File: config.mk
export PLATFORM = sky130hd
export DESIGN_NAME = column_frequency_rank_remap
export DESIGN_NICKNAME = d
export VERILOG_FILES = /design/src/hdl/cfrr_pkg.sv /design/src/hdl/cfrr_rank_cell.sv /design/src/hdl/cfrr_emit_cell.sv /design/src/hdl/column_frequency_rank_remap.sv
export SDC_FILE = /design/constraint.sdc
export NUM_CORES = 2
export LEC_CHECK = 0
export BUFFER_PORTS_ARGS = -buffer_cell sky130_fd_sc_hd__buf_4
export CAP_MARGIN = 20
export CORE_MARGIN = 2
export CORE_UTILIZATION = 35
export DETAILED_ROUTE_END_ITERATION = 16
export PLACE_DENSITY_LB_ADDON = 0.2
export SYNTH_ARGS = -nofsm -noshare
export SYNTH_HDL_FRONTEND = slang
export SYNTH_SLANG_ARGS = --single-unit
File: constraint.sdc
create_clock -name clk -period 13.7 [get_ports clk]
set_input_delay 2.74 -clock clk [delete_from_list [all_inputs] [get_ports clk]]
set_output_delay 2.74 -clock clk [all_outputs]
set_load 0.01 [all_outputs]
File: src/hdl/cfrr_pkg.sv
package cfrr_pkg;

	localparam int MAX_STRINGS_DEF = 32;

	localparam int SYM_W    = 8;
	localparam int ROW_W    = 5;
	localparam int LETTER_W = 7;
	localparam int DIST_W   = 6;
	localparam int NS_W     = 6;

	localparam logic [NS_W-1:0]     NS_RESET    = 6'd2;
	localparam logic [LETTER_W-1:0] LETTER_BASE = 7'd65;

	// Strobes from the sequencer to every rank cell.
	typedef struct packed {
		logic clear;
		logic load;
		logic rank;
	} cell_ctl_t;

	// Strobes to the result chain.
	typedef struct packed {
		logic load;
		logic shift;
	} emit_ctl_t;

endpackage

File: src/hdl/cfrr_rank_cell.sv
module cfrr_rank_cell import cfrr_pkg::*; #(
	parameter int CNT_W = 6,
	parameter int IDX_W = 5
) (
	input  logic             clk,
	input  logic             arst_n,
	input  cell_ctl_t        ctl,
	input  logic             wr_sel,
	input  logic             shift_en,
	input  logic [SYM_W-1:0] in_sym,
	input  logic             in_any,
	input  logic [CNT_W-1:0] in_cnt,
	input  logic [IDX_W-1:0] in_first_row,
	input  logic [IDX_W-1:0] wr_row,
	input  logic [CNT_W-1:0] probe_cnt,
	input  logic             probe_first,
	input  logic [IDX_W-1:0] probe_row,
	input  logic [SYM_W-1:0] sh_sym,
	input  logic [CNT_W-1:0] sh_cnt,
	input  logic [IDX_W-1:0] sh_first_row,
	input  logic             sh_first,
	input  logic [IDX_W-1:0] sh_rank,
	output logic             match,
	output logic [SYM_W-1:0] sym,
	output logic [CNT_W-1:0] cnt,
	output logic [IDX_W-1:0] first_row,
	output logic             first,
	output logic [IDX_W-1:0] rank,
	output logic [IDX_W-1:0] nxt_rank
);

	logic             valid_q;
	logic [SYM_W-1:0] sym_q;
	logic [CNT_W-1:0] cnt_q;
	logic [IDX_W-1:0] first_row_q;
	logic             first_q;
	logic [IDX_W-1:0] rank_q;
	logic             beaten;

	assign match = valid_q && (sym_q == in_sym);

	// The probe outranks this symbol: higher count, or equal count and seen earlier.
	assign beaten = probe_first && (probe_row != first_row_q) &&
		((probe_cnt > cnt_q) || ((probe_cnt == cnt_q) && (probe_row < first_row_q)));

	assign nxt_rank = rank_q + IDX_W'(beaten);

	always_ff @(posedge clk or negedge arst_n) begin
		if (!arst_n) begin
			valid_q <= 1'b0;
		end else if (ctl.clear) begin
			valid_q <= 1'b0;
		end else if (ctl.load && wr_sel) begin
			valid_q <= 1'b1;
		end
	end

	always_ff @(posedge clk) begin
		if (ctl.load) begin
			if (wr_sel) begin
				sym_q       <= in_sym;
				cnt_q       <= in_any ? in_cnt + CNT_W'(1) : CNT_W'(1);
				first_row_q <= in_any ? in_first_row : wr_row;
				first_q     <= !in_any;
				rank_q      <= '0;
			end else if (match) begin
				cnt_q <= cnt_q + CNT_W'(1);
			end
		end else if (ctl.rank && shift_en) begin
			// advance one place around the ring
			sym_q       <= sh_sym;
			cnt_q       <= sh_cnt;
			first_row_q <= sh_first_row;
			first_q     <= sh_first;
			rank_q      <= sh_rank;
		end
	end

	assign sym       = sym_q;
	assign cnt       = cnt_q;
	assign first_row = first_row_q;
	assign first     = first_q;
	assign rank      = rank_q;

endmodule

File: src/hdl/cfrr_emit_cell.sv
module cfrr_emit_cell import cfrr_pkg::*; #(
	parameter int RANK_W = 5
) (
	input  logic                clk,
	input  emit_ctl_t           ctl,
	input  logic [SYM_W-1:0]    ld_sym,
	input  logic [RANK_W-1:0]   ld_rank,
	input  logic [SYM_W-1:0]    sh_sym,
	input  logic [LETTER_W-1:0] sh_letter,
	output logic [SYM_W-1:0]    sym,
	output logic [LETTER_W-1:0] letter
);

	logic [SYM_W-1:0]    sym_q;
	logic [LETTER_W-1:0] letter_q;

	always_ff @(posedge clk) begin
		if (ctl.load) begin
			sym_q    <= ld_sym;
			letter_q <= LETTER_BASE + LETTER_W'(ld_rank);
		end else if (ctl.shift) begin
			sym_q    <= sh_sym;
			letter_q <= sh_letter;
		end
	end

	assign sym    = sym_q;
	assign letter = letter_q;

endmodule

File: src/hdl/column_frequency_rank_remap.sv
// Column frequency rank remap.
// Configuration: write num_strings on the cfg channel (cfg_ready is always high) only while
// the block is idle; a write drops any partly loaded column. Values below 2 act as 2, values
// above MAX_STRINGS act as MAX_STRINGS.
// Input: one symbol per request on in_valid/in_ready, one per cycle while loading. Each symbol
// is compared against all loaded rows at once to keep per-symbol counts.
// After the n-th symbol the row of rank cells rotates n times, one cell a cycle, so every
// cell sees every distinct symbol's count; then the ranks are handed to the result chain
// once that chain is empty.
// Output: n requests on out_valid/out_ready, rows in input order, last on the final row.
// The result chain shifts one row per accepted request and is separate from the rank cells,
// so the next column loads and ranks while results drain. in_ready is low during rotation
// and hand-off.
// If the receiver stalls, the current result holds; a finished column waits in the rank
// cells until the result chain is empty.
// Reset: num_strings returns to 2, the column is empty and no results are pending.
module column_frequency_rank_remap import cfrr_pkg::*; #(
	parameter int MAX_STRINGS = MAX_STRINGS_DEF
) (
	input  logic                clk,
	input  logic                arst_n,
	input  logic                cfg_valid,
	output logic                cfg_ready,
	input  logic [NS_W-1:0]     num_strings,
	input  logic                in_valid,
	output logic                in_ready,
	input  logic [SYM_W-1:0]    symbol,
	output logic                out_valid,
	input  logic                out_ready,
	output logic [ROW_W-1:0]    row_index,
	output logic [SYM_W-1:0]    original_symbol,
	output logic [LETTER_W-1:0] rank_letter,
	output logic [DIST_W-1:0]   distinct_count,
	output logic                last
);

	localparam int NW = $clog2(MAX_STRINGS + 1);
	localparam int IW = $clog2(MAX_STRINGS);

	typedef enum logic [2:0] {
		ST_LOAD = 3'b001,
		ST_RANK = 3'b010,
		ST_HAND = 3'b100
	} phase_t;

	phase_t              state_q;
	logic [NS_W-1:0]     ns_q;
	logic [NW-1:0]       fill_q;
	logic [NW-1:0]       distinct_q;
	logic [IW-1:0]       probe_q;
	logic [NW-1:0]       out_left_q;
	logic [ROW_W-1:0]    out_row_q;
	logic [DIST_W-1:0]   out_dist_q;

	logic [NW-1:0]       n_eff;
	logic [NW-1:0]       n_last;
	logic                cfg_wr;
	logic                load_fire;
	logic                xfer;
	logic                pop;
	cell_ctl_t           cctl;
	emit_ctl_t           ectl;

	logic                c_match     [MAX_STRINGS];
	logic [SYM_W-1:0]    c_sym       [MAX_STRINGS];
	logic [NW-1:0]       c_cnt       [MAX_STRINGS];
	logic [IW-1:0]       c_first_row [MAX_STRINGS];
	logic                c_first     [MAX_STRINGS];
	logic [IW-1:0]       c_rank      [MAX_STRINGS];
	logic [IW-1:0]       c_nxt_rank  [MAX_STRINGS];
	logic [SYM_W-1:0]    e_sym       [MAX_STRINGS];
	logic [LETTER_W-1:0] e_letter    [MAX_STRINGS];

	logic                any_match;
	logic [NW-1:0]       match_cnt;
	logic [IW-1:0]       match_row;

	always_comb begin
		if (ns_q < NS_W'(2)) begin
			n_eff = NW'(2);
		end else if (int'(ns_q) > MAX_STRINGS) begin
			n_eff = NW'(MAX_STRINGS);
		end else begin
			n_eff = NW'(ns_q);
		end
	end

	assign n_last = n_eff - NW'(1);

	assign cfg_ready = 1'b1;
	assign cfg_wr    = cfg_valid;
	assign in_ready  = (state_q == ST_LOAD);
	assign load_fire = in_valid && in_ready;
	assign out_valid = (out_left_q != '0);
	assign pop       = out_valid && out_ready;
	assign xfer      = (state_q == ST_HAND) && (out_left_q == '0);

	assign cctl.clear = cfg_wr || xfer;
	assign cctl.load  = load_fire;
	assign cctl.rank  = (state_q == ST_RANK);
	assign ectl.load  = xfer;
	assign ectl.shift = pop;

	// All rows of one symbol hold the same count and first row, so OR picks them out.
	always_comb begin
		any_match = 1'b0;
		match_cnt = '0;
		match_row = '0;
		for (int i = 0; i < MAX_STRINGS; i++) begin
			any_match = any_match | c_match[i];
			match_cnt = match_cnt | (c_match[i] ? c_cnt[i] : '0);
			match_row = match_row | (c_match[i] ? c_first_row[i] : '0);
		end
	end

	for (genvar i = 0; i < MAX_STRINGS; i++) begin : g_cell
		logic [SYM_W-1:0]    sh_sym;
		logic [NW-1:0]       sh_cnt;
		logic [IW-1:0]       sh_first_row;
		logic                sh_first;
		logic [IW-1:0]       sh_rank;
		logic [SYM_W-1:0]    esh_sym;
		logic [LETTER_W-1:0] esh_letter;

		if (i < MAX_STRINGS - 1) begin : g_mid
			logic wrap;
			assign wrap         = (NW'(i) == n_last);
			assign sh_sym       = wrap ? c_sym[0]       : c_sym[i+1];
			assign sh_cnt       = wrap ? c_cnt[0]       : c_cnt[i+1];
			assign sh_first_row = wrap ? c_first_row[0] : c_first_row[i+1];
			assign sh_first     = wrap ? c_first[0]     : c_first[i+1];
			assign sh_rank      = wrap ? c_nxt_rank[0]  : c_nxt_rank[i+1];
			assign esh_sym      = e_sym[i+1];
			assign esh_letter   = e_letter[i+1];
		end else begin : g_end
			assign sh_sym       = c_sym[0];
			assign sh_cnt       = c_cnt[0];
			assign sh_first_row = c_first_row[0];
			assign sh_first     = c_first[0];
			assign sh_rank      = c_nxt_rank[0];
			assign esh_sym      = e_sym[i];
			assign esh_letter   = e_letter[i];
		end

		cfrr_rank_cell #(
			.CNT_W (NW),
			.IDX_W (IW)
		) u_rank (
			.clk          (clk),
			.arst_n       (arst_n),
			.ctl          (cctl),
			.wr_sel       (fill_q == NW'(i)),
			.shift_en     (NW'(i) < n_eff),
			.in_sym       (symbol),
			.in_any       (any_match),
			.in_cnt       (match_cnt),
			.in_first_row (match_row),
			.wr_row       (fill_q[IW-1:0]),
			.probe_cnt    (c_cnt[0]),
			.probe_first  (c_first[0]),
			.probe_row    (probe_q),
			.sh_sym       (sh_sym),
			.sh_cnt       (sh_cnt),
			.sh_first_row (sh_first_row),
			.sh_first     (sh_first),
			.sh_rank      (sh_rank),
			.match        (c_match[i]),
			.sym          (c_sym[i]),
			.cnt          (c_cnt[i]),
			.first_row    (c_first_row[i]),
			.first        (c_first[i]),
			.rank         (c_rank[i]),
			.nxt_rank     (c_nxt_rank[i])
		);

		cfrr_emit_cell #(
			.RANK_W (IW)
		) u_emit (
			.clk       (clk),
			.ctl       (ectl),
			.ld_sym    (c_sym[i]),
			.ld_rank   (c_rank[i]),
			.sh_sym    (esh_sym),
			.sh_letter (esh_letter),
			.sym       (e_sym[i]),
			.letter    (e_letter[i])
		);
	end

	always_ff @(posedge clk or negedge arst_n) begin
		if (!arst_n) begin
			state_q    <= ST_LOAD;
			ns_q       <= NS_RESET;
			fill_q     <= '0;
			distinct_q <= '0;
			probe_q    <= '0;
		end else if (cfg_wr) begin
			ns_q       <= num_strings;
			state_q    <= ST_LOAD;
			fill_q     <= '0;
			distinct_q <= '0;
		end else begin
			case (state_q)
				ST_LOAD: begin
					if (load_fire) begin
						fill_q <= fill_q + NW'(1);
						if (!any_match) begin
							distinct_q <= distinct_q + NW'(1);
						end
						if (fill_q + NW'(1) == n_eff) begin
							state_q <= ST_RANK;
							probe_q <= '0;
						end
					end
				end
				ST_RANK: begin
					probe_q <= probe_q + IW'(1);
					if (NW'(probe_q) == n_last) begin
						state_q <= ST_HAND;
					end
				end
				ST_HAND: begin
					// hold until the result chain has drained
					if (xfer) begin
						state_q    <= ST_LOAD;
						fill_q     <= '0;
						distinct_q <= '0;
					end
				end
				default: begin
					state_q <= ST_LOAD;
				end
			endcase
		end
	end

	always_ff @(posedge clk or negedge arst_n) begin
		if (!arst_n) begin
			out_left_q <= '0;
			out_row_q  <= '0;
			out_dist_q <= '0;
		end else if (xfer) begin
			out_left_q <= n_eff;
			out_row_q  <= '0;
			out_dist_q <= DIST_W'(distinct_q);
		end else if (pop) begin
			out_left_q <= out_left_q - NW'(1);
			out_row_q  <= out_row_q + ROW_W'(1);
		end
	end

	assign row_index       = out_row_q;
	assign original_symbol = e_sym[0];
	assign rank_letter     = e_letter[0];
	assign distinct_count  = out_dist_q;
	assign last            = (out_left_q == NW'(1));

endmodule

After elaboration in Yosys (flattened, before gate mapping)

Index checks and enable logic that the tools add are counted.

Output and inout bits: 30
Input bits: 19
Register bits after elaboration: 1355
Logic and storage cells: 2105

Equal/unequal tests: 234
Bitwise logic cells: 94
Add/sub/neg operators: 103
Mux-type cells: 944
Reduce and logical (&&, ||, !) cells: 368
$lt $le $gt $ge: 98

Operators by type and width:

| kind                                                      | count |
|---|---|
| two-way mux 8 bit                                         | 189 |
| two-way mux 5 bit                                         | 291 |
| two-way mux 6 bit                                         | 202 |
| two-way mux 7 bit                                         | 62 |
| == test 8 bit                                             | 32 |
| adder 7 x 5 -> 7 bit, first input constant                | 32 |
| adder 6 x 1 -> 6 bit, second input constant               | 35 |
| logical AND 1 bit                                         | 194 |
| == test 6 bit                                             | 32 |
| greater-than comparator 6 bit                             | 32 |
| two-way mux 1 bit                                         | 191 |
| bitwise OR 6 bit                                          | 31 |
| adder 5 x 1 -> 5 bit                                      | 32 |
| less-than comparator 5 bit                                | 32 |
| != test 5 bit                                             | 32 |
| bitwise OR 5 bit                                          | 31 |
| nonzero test 2 bit                                        | 66 |
| AND reduction 2 bit                                       | 63 |
| == test 6 x 5 -> 1 bit, second input constant             | 16 |
| less-than comparator 5 x 6 -> 1 bit, first input constant | 16 |
| != test 3 x 1 -> 1 bit, second input constant             | 32 |
| == test 5 x 6 -> 1 bit, first input constant              | 15 |
| != test 2 x 1 -> 1 bit, second input constant             | 34 |
| == test 4 x 6 -> 1 bit, first input constant              | 8 |
| other kinds (35)                                          | 141 |

Longest topological paths before layout

Depth after elaboration: 38
Mapped depth: 17
Depth with buffers taken out: 15

Hierarchy

A second synthesis with hierarchy kept.

Cells, all modules: 8455
Area, all modules: 94206.6 µm²

By module, submodules not included:

| module                      | area an instance (µm²) | sequential area each (µm²) | times used | cells each |
|---|---|---|---|---|
| cfrr_rank_cell              | 1790.5                 | 775.7                      | 32         | 168 |
| cfrr_emit_cell              | 689.4                  | 450.4                      | 32         | 45 |
| column_frequency_rank_remap | 14850.5                | 1078.5                     | 1          | 1639 |

Worst setup path before layout

No wires, ideal clock.

Path type: input-to-reg
Start point: input port out_ready
End point: register out_left_q[3]
Stages: 7
Data arrival time: 12923 ps
Buffers on the path: 1
Required time: 13566 ps
Slack: 644 ps
Library setup time: 134 ps
Cell sequence: and2_1 > clkbuf_1 > nor2_1 > inv_1 > o21ai_0 > a222oi_1 > inv_1

Longest elaborated chain between the ends: 2

RTL lines:

| item                                | line                               | source |
|---|---|---|
| from (decl)                         | column_frequency_rank_remap.sv:29  | `input logic out_ready,` |
| logical AND 1 bit                   | column_frequency_rank_remap.sv:95  | `assign pop = out_valid && out_ready;` |
| nonzero test 2 bit (no source line) | -                                  |  |
| to (signal assigned)                | column_frequency_rank_remap.sv:243 | `out_left_q <= n_eff;` |
| to (signal assigned)                | column_frequency_rank_remap.sv:247 | `out_left_q <= out_left_q - NW'(1);` |
| to (decl)                           | column_frequency_rank_remap.sv:51  | `logic [NW-1:0] out_left_q;` |

No other way between the ends.
A chain may end at the register's enable or synchronous reset.

Final worst setup path

Start point: input port symbol[1]
End point: register g_cell[14].u_rank.cnt_q[5] (data pin)

Longest elaborated chain between the ends: 38
Elaborated cells between the ends (all ways): 162
Classes of those cells: add/sub: 1; eq/ne: 32; mux: 35; bitwise: 62; reduce/logical: 32

RTL lines:

| item                           | line                               | source |
|---|---|---|
| from (decl)                    | column_frequency_rank_remap.sv:27  | `input logic [SYM_W-1:0] symbol,` |
| == test 8 bit                  | cfrr_rank_cell.sv:40               | `assign match = valid_q && (sym_q == in_sym);` |
| logical AND 1 bit              | cfrr_rank_cell.sv:40               |  |
| two-way mux 6 bit              | column_frequency_rank_remap.sv:111 | `match_cnt = match_cnt \| (c_match[i] ? c_cnt[i] : '0);` |
| bitwise OR 6 bit (31 in a row) | column_frequency_rank_remap.sv:111 |  |
| adder 6 x 1 -> 6 bit           | cfrr_rank_cell.sv:62               | `cnt_q <= in_any ? in_cnt + CNT_W'(1) : CNT_W'(1);` |
| two-way mux 6 bit (*)          | cfrr_rank_cell.sv:62               |  |
| two-way mux 6 bit (*)          | cfrr_rank_cell.sv:60               | `if (wr_sel) begin` |
| two-way mux 6 bit (*)          | cfrr_rank_cell.sv:59               | `if (ctl.load) begin` |
| to (signal assigned)           | cfrr_rank_cell.sv:62               |  |
| to (signal assigned)           | cfrr_rank_cell.sv:67               | `cnt_q <= cnt_q + CNT_W'(1);` |
| to (signal assigned)           | cfrr_rank_cell.sv:72               | `cnt_q <= sh_cnt;` |
| to (decl)                      | cfrr_rank_cell.sv:34               | `logic [CNT_W-1:0] cnt_q;` |

Mark *: on every way between the ends. The rest lies on a longest branch, timed or not.

==> results.toml <==
[global_routing]
grt_pass1_wl_um = 573000
overflow = 0
grt_pass1_vias = 69200
grtUsageTotal_pct = 33.7
antenna_found_initial = 26
grt_max_degree = 167

[critical_path]
cp-start-kind = "input pin"
cp-end-kind = "flip-flop"
crit_type = "input pin to flip-flop"
timing.rr.start = "g_cell[25].u_rank.sym[7]$_DFFE_PP_"
cp_max_fo = 34
cp.arrival_ns = 9.31
worstSetupStartpoint = "symbol[1]"
crit_required_ns = 14.43

[yosys]
synth_area_leaders = "edfxtp_1 (45%), nand2_1 (11%), ha_1 (7.4%), xor2_1 (3.5%), a31oi_1 (3.4%)"
synth.avg_cell_area_um2 = 9.21
async_reset_ff_share_pct = 5.67
syn_inst = 9047
synth.distinct_cells = 84
ys_warn_count = 0
syn_area_um2 = 83300
synthFlopType = "edfxtp_1"
synth_edf_count = 1248
yosys.area.top_type = "edfxtp_1"
synthDominantCellAreaShare_pct = 45.0
ys_seq_area_share_pct = 47.2
ys_ff_latch = 1323

[clock_network]
htreeDepth = 4
path_clk_slew_ns = 0.06
cts_root_buf = "clkbuf_16"
cts_hold_buf = 0
cts_setup_buffers = 0
cts_resized = 0
clockBufferDepth = 3
cts_inserted_buffers = 161
clock-sinks = 1323
cts_tree = "done"
clock_latency_ns = 0.88

[route]
wl_per_cell_um = 34.6
drt-total-wl_um = 420000
dr_total_vias = 73800
postRouteAntennaNets = 0
first_iter_violations = 9923
drcViolationCount = 0
first_pass_iters = 7
post_drt_via_cell_ratio = 6.08

[job]
drv_cap = 0

[timing]
grt_setup_unrepaired = "no"
period_minus_slack_ns = 8.58
finalHoldViolations = 0
skew_ns = 0.0629
fin_ws_ns = 5.12
finalSetupViolations = 0
slew_viol_final = 0
setup_tns_ns = 0
slew_headroom_pct = 17.6
worst_pin_slew_ns = 1.24
max_freq_mhz = 117
timing.final.crit_share_pct = 62.6

[place]
portBuffers = 46
placed_area_um2 = 86900
routabilityCongestion = 1.10
pre_cts_slack_ns = 4.62
place_hpwl_um = 301000

[layout]
fillers = 23700
layout-drive-gt1-share_pct = 6.45
fin_area_um2 = 92300
area.growth.synth_to_final_pct = 10.8
num-nets-final = 9321
fin_util_pct = 38.9

[floorplan]
io_pins = 49
fp.dieH_um = 492
die_area_um2 = 242000
die_w_um = 492
rows = 179
start_util_pct = 35.1
core-area_um2 = 237000

[power_and_ir_drop]
p_total_w = 0.0155
powerDensity_nw_per_um2 = 168
leakage_nw = 37.1
vdd_drop_max_v = 0.000200

[outcome]
outcome = "finished, final reports clean"

[worst_hold_path]
min-delay-start = "distinct_count[5]$_DFFE_PN0P_"
min_path_type = "flip-flop to flip-flop"
power by group:
part	switching, W	total (W)	internal (W)
sequential	0.000380	0.00559	0.00521
combinational	0.00406	0.00553	0.00147
clock	0.00192	0.00440	0.00248
through the flow:
stage          hold WS, ns  cells
2_1_floorplan        0.448   9048
3_5_place_dp         0.471  11800
5_1_grt              0.511  12100
4_1_cts              0.488  12100
3_3_place_gp         0.463  11800
6_report             0.480  12100
state kept, by name, indices dropped and copies added (netlist names), 5 cells and up:
| name | count |
|---|---|
| out_left_q | 6 |
| g_cell.u_emit.sym | 256 |
| distinct_count | 6 |
| g_cell.u_rank.first | 32 |
| g_cell.u_rank.sym | 256 |
| ns_q | 6 |
| probe_q | 5 |
| fill_q | 6 |
| g_cell.u_rank.first_row | 160 |
| g_cell.u_emit.letter | 192 |
| row_index | 5 |
| g_cell.u_rank.rank | 160 |
| g_cell.u_rank.cnt | 192 |
| g_cell.u_rank.valid_q | 32 |
| distinct_q | 6 |
worst max-delay path, cell delays in order:
cell and delay, ns:
buf_4 0.41, buf_4 0.57, xor2_1 0.14, nor4_1 0.86
nand2_1 0.45, o2111ai_1 0.51, nor4_1 0.10, nand2_1 0.08
buf_4 0.68, nand3_1 0.75, or4_1 0.78, o21ai_4 0.26
buf_4 0.61, a211o_1 0.23
path summary, 6_finish.rpt:
check,to,slack (ns),depth (start not counted)
max in group asynchronous,probe_q[1]$_DFFE_PN0P_,10.38,2
worst max-delay path,g_cell[14].u_rank.cnt[5]$_DFFE_PP_,5.12,14
min in group asynchronous,distinct_q[4]$_DFFE_PN0P_,1.86,1
worst min register to register,distinct_count[5]$_DFFE_PN0P_,0.48,2
worst min-delay path,distinct_count[5]$_DFFE_PN0P_,0.48,2
worst max register to register,g_cell[14].u_rank.cnt[5]$_DFFE_PP_,7.50,12
per-layer routing:
metal	part of all wire [%]	vias to the layer above	track usage, %
met2	43	4323	50.7
met1	40	36700	44.7
met4	6.5	26	18.6
li1	-	31700	-
met3	9.9	1004	7.99
met5	0.047	-	0
Yosys cell counts (73+ instances only):
library cell / number
nand2_1: 2464
edfxtp_1: 1248
clkbuf_1: 546
ha_1: 490
a31oi_1: 447
nand3_1: 412
o21ai_0: 397
nor2_1: 365
xor2_1: 335
inv_1: 330
xnor2_1: 259
a21oi_1: 243
a211oi_1: 151
and3_1: 146
nor3_1: 123
mux2i_1: 121
a21o_1: 77
dfrtp_1: 73
logic make-up after synthesis:
kind of cell | count (synthesis) | share of synthesized area (%)
AO/OA/AOI/OAI | 1703 | 13.0
AND/OR/NAND/NOR | 3830 | 19.8
XOR/XNOR | 596 | 6.28
multiplexers | 125 | 1.51
adder cells (fa/ha/maj) | 490 | 7.36
other | 1 | 0.00450
flip-flops | 1323 | 47.2
buffers and inverters | 979 | 4.82
cells in the final DEF (no fill, tap or decap), types with 58 or more instances in the layout:
master and instances:
a22oi_1 58, a21o_1 77, nand3_1 411, a31oi_1 447
nor2_1 352, a211oi_1 150, ha_1 488, xnor2_1 256
edfxtp_1 1248, o21ai_0 384, a21oi_1 243, mux2i_1 121
clkbuf_16 165, nand2_1 2463, nand4_1 72, nor3_1 121
xor2_1 333, inv_1 329, buf_4 226, and3_1 144
dfrtp_1 69
final cells by class:
class	count	area, um^2	area share [%]
inverter	332	1260	1.37
tap	3167	3960	4.29
multi-input combinational	6746	40400	43.7
clock buffer	212	4360	4.72
timing repair buffer	248	2130	2.30
clock inverter	80	875	0.947
antenna	15	37.5	0.0406
sequential	1323	39400	42.6
Power figures use the tool's default switching activity.
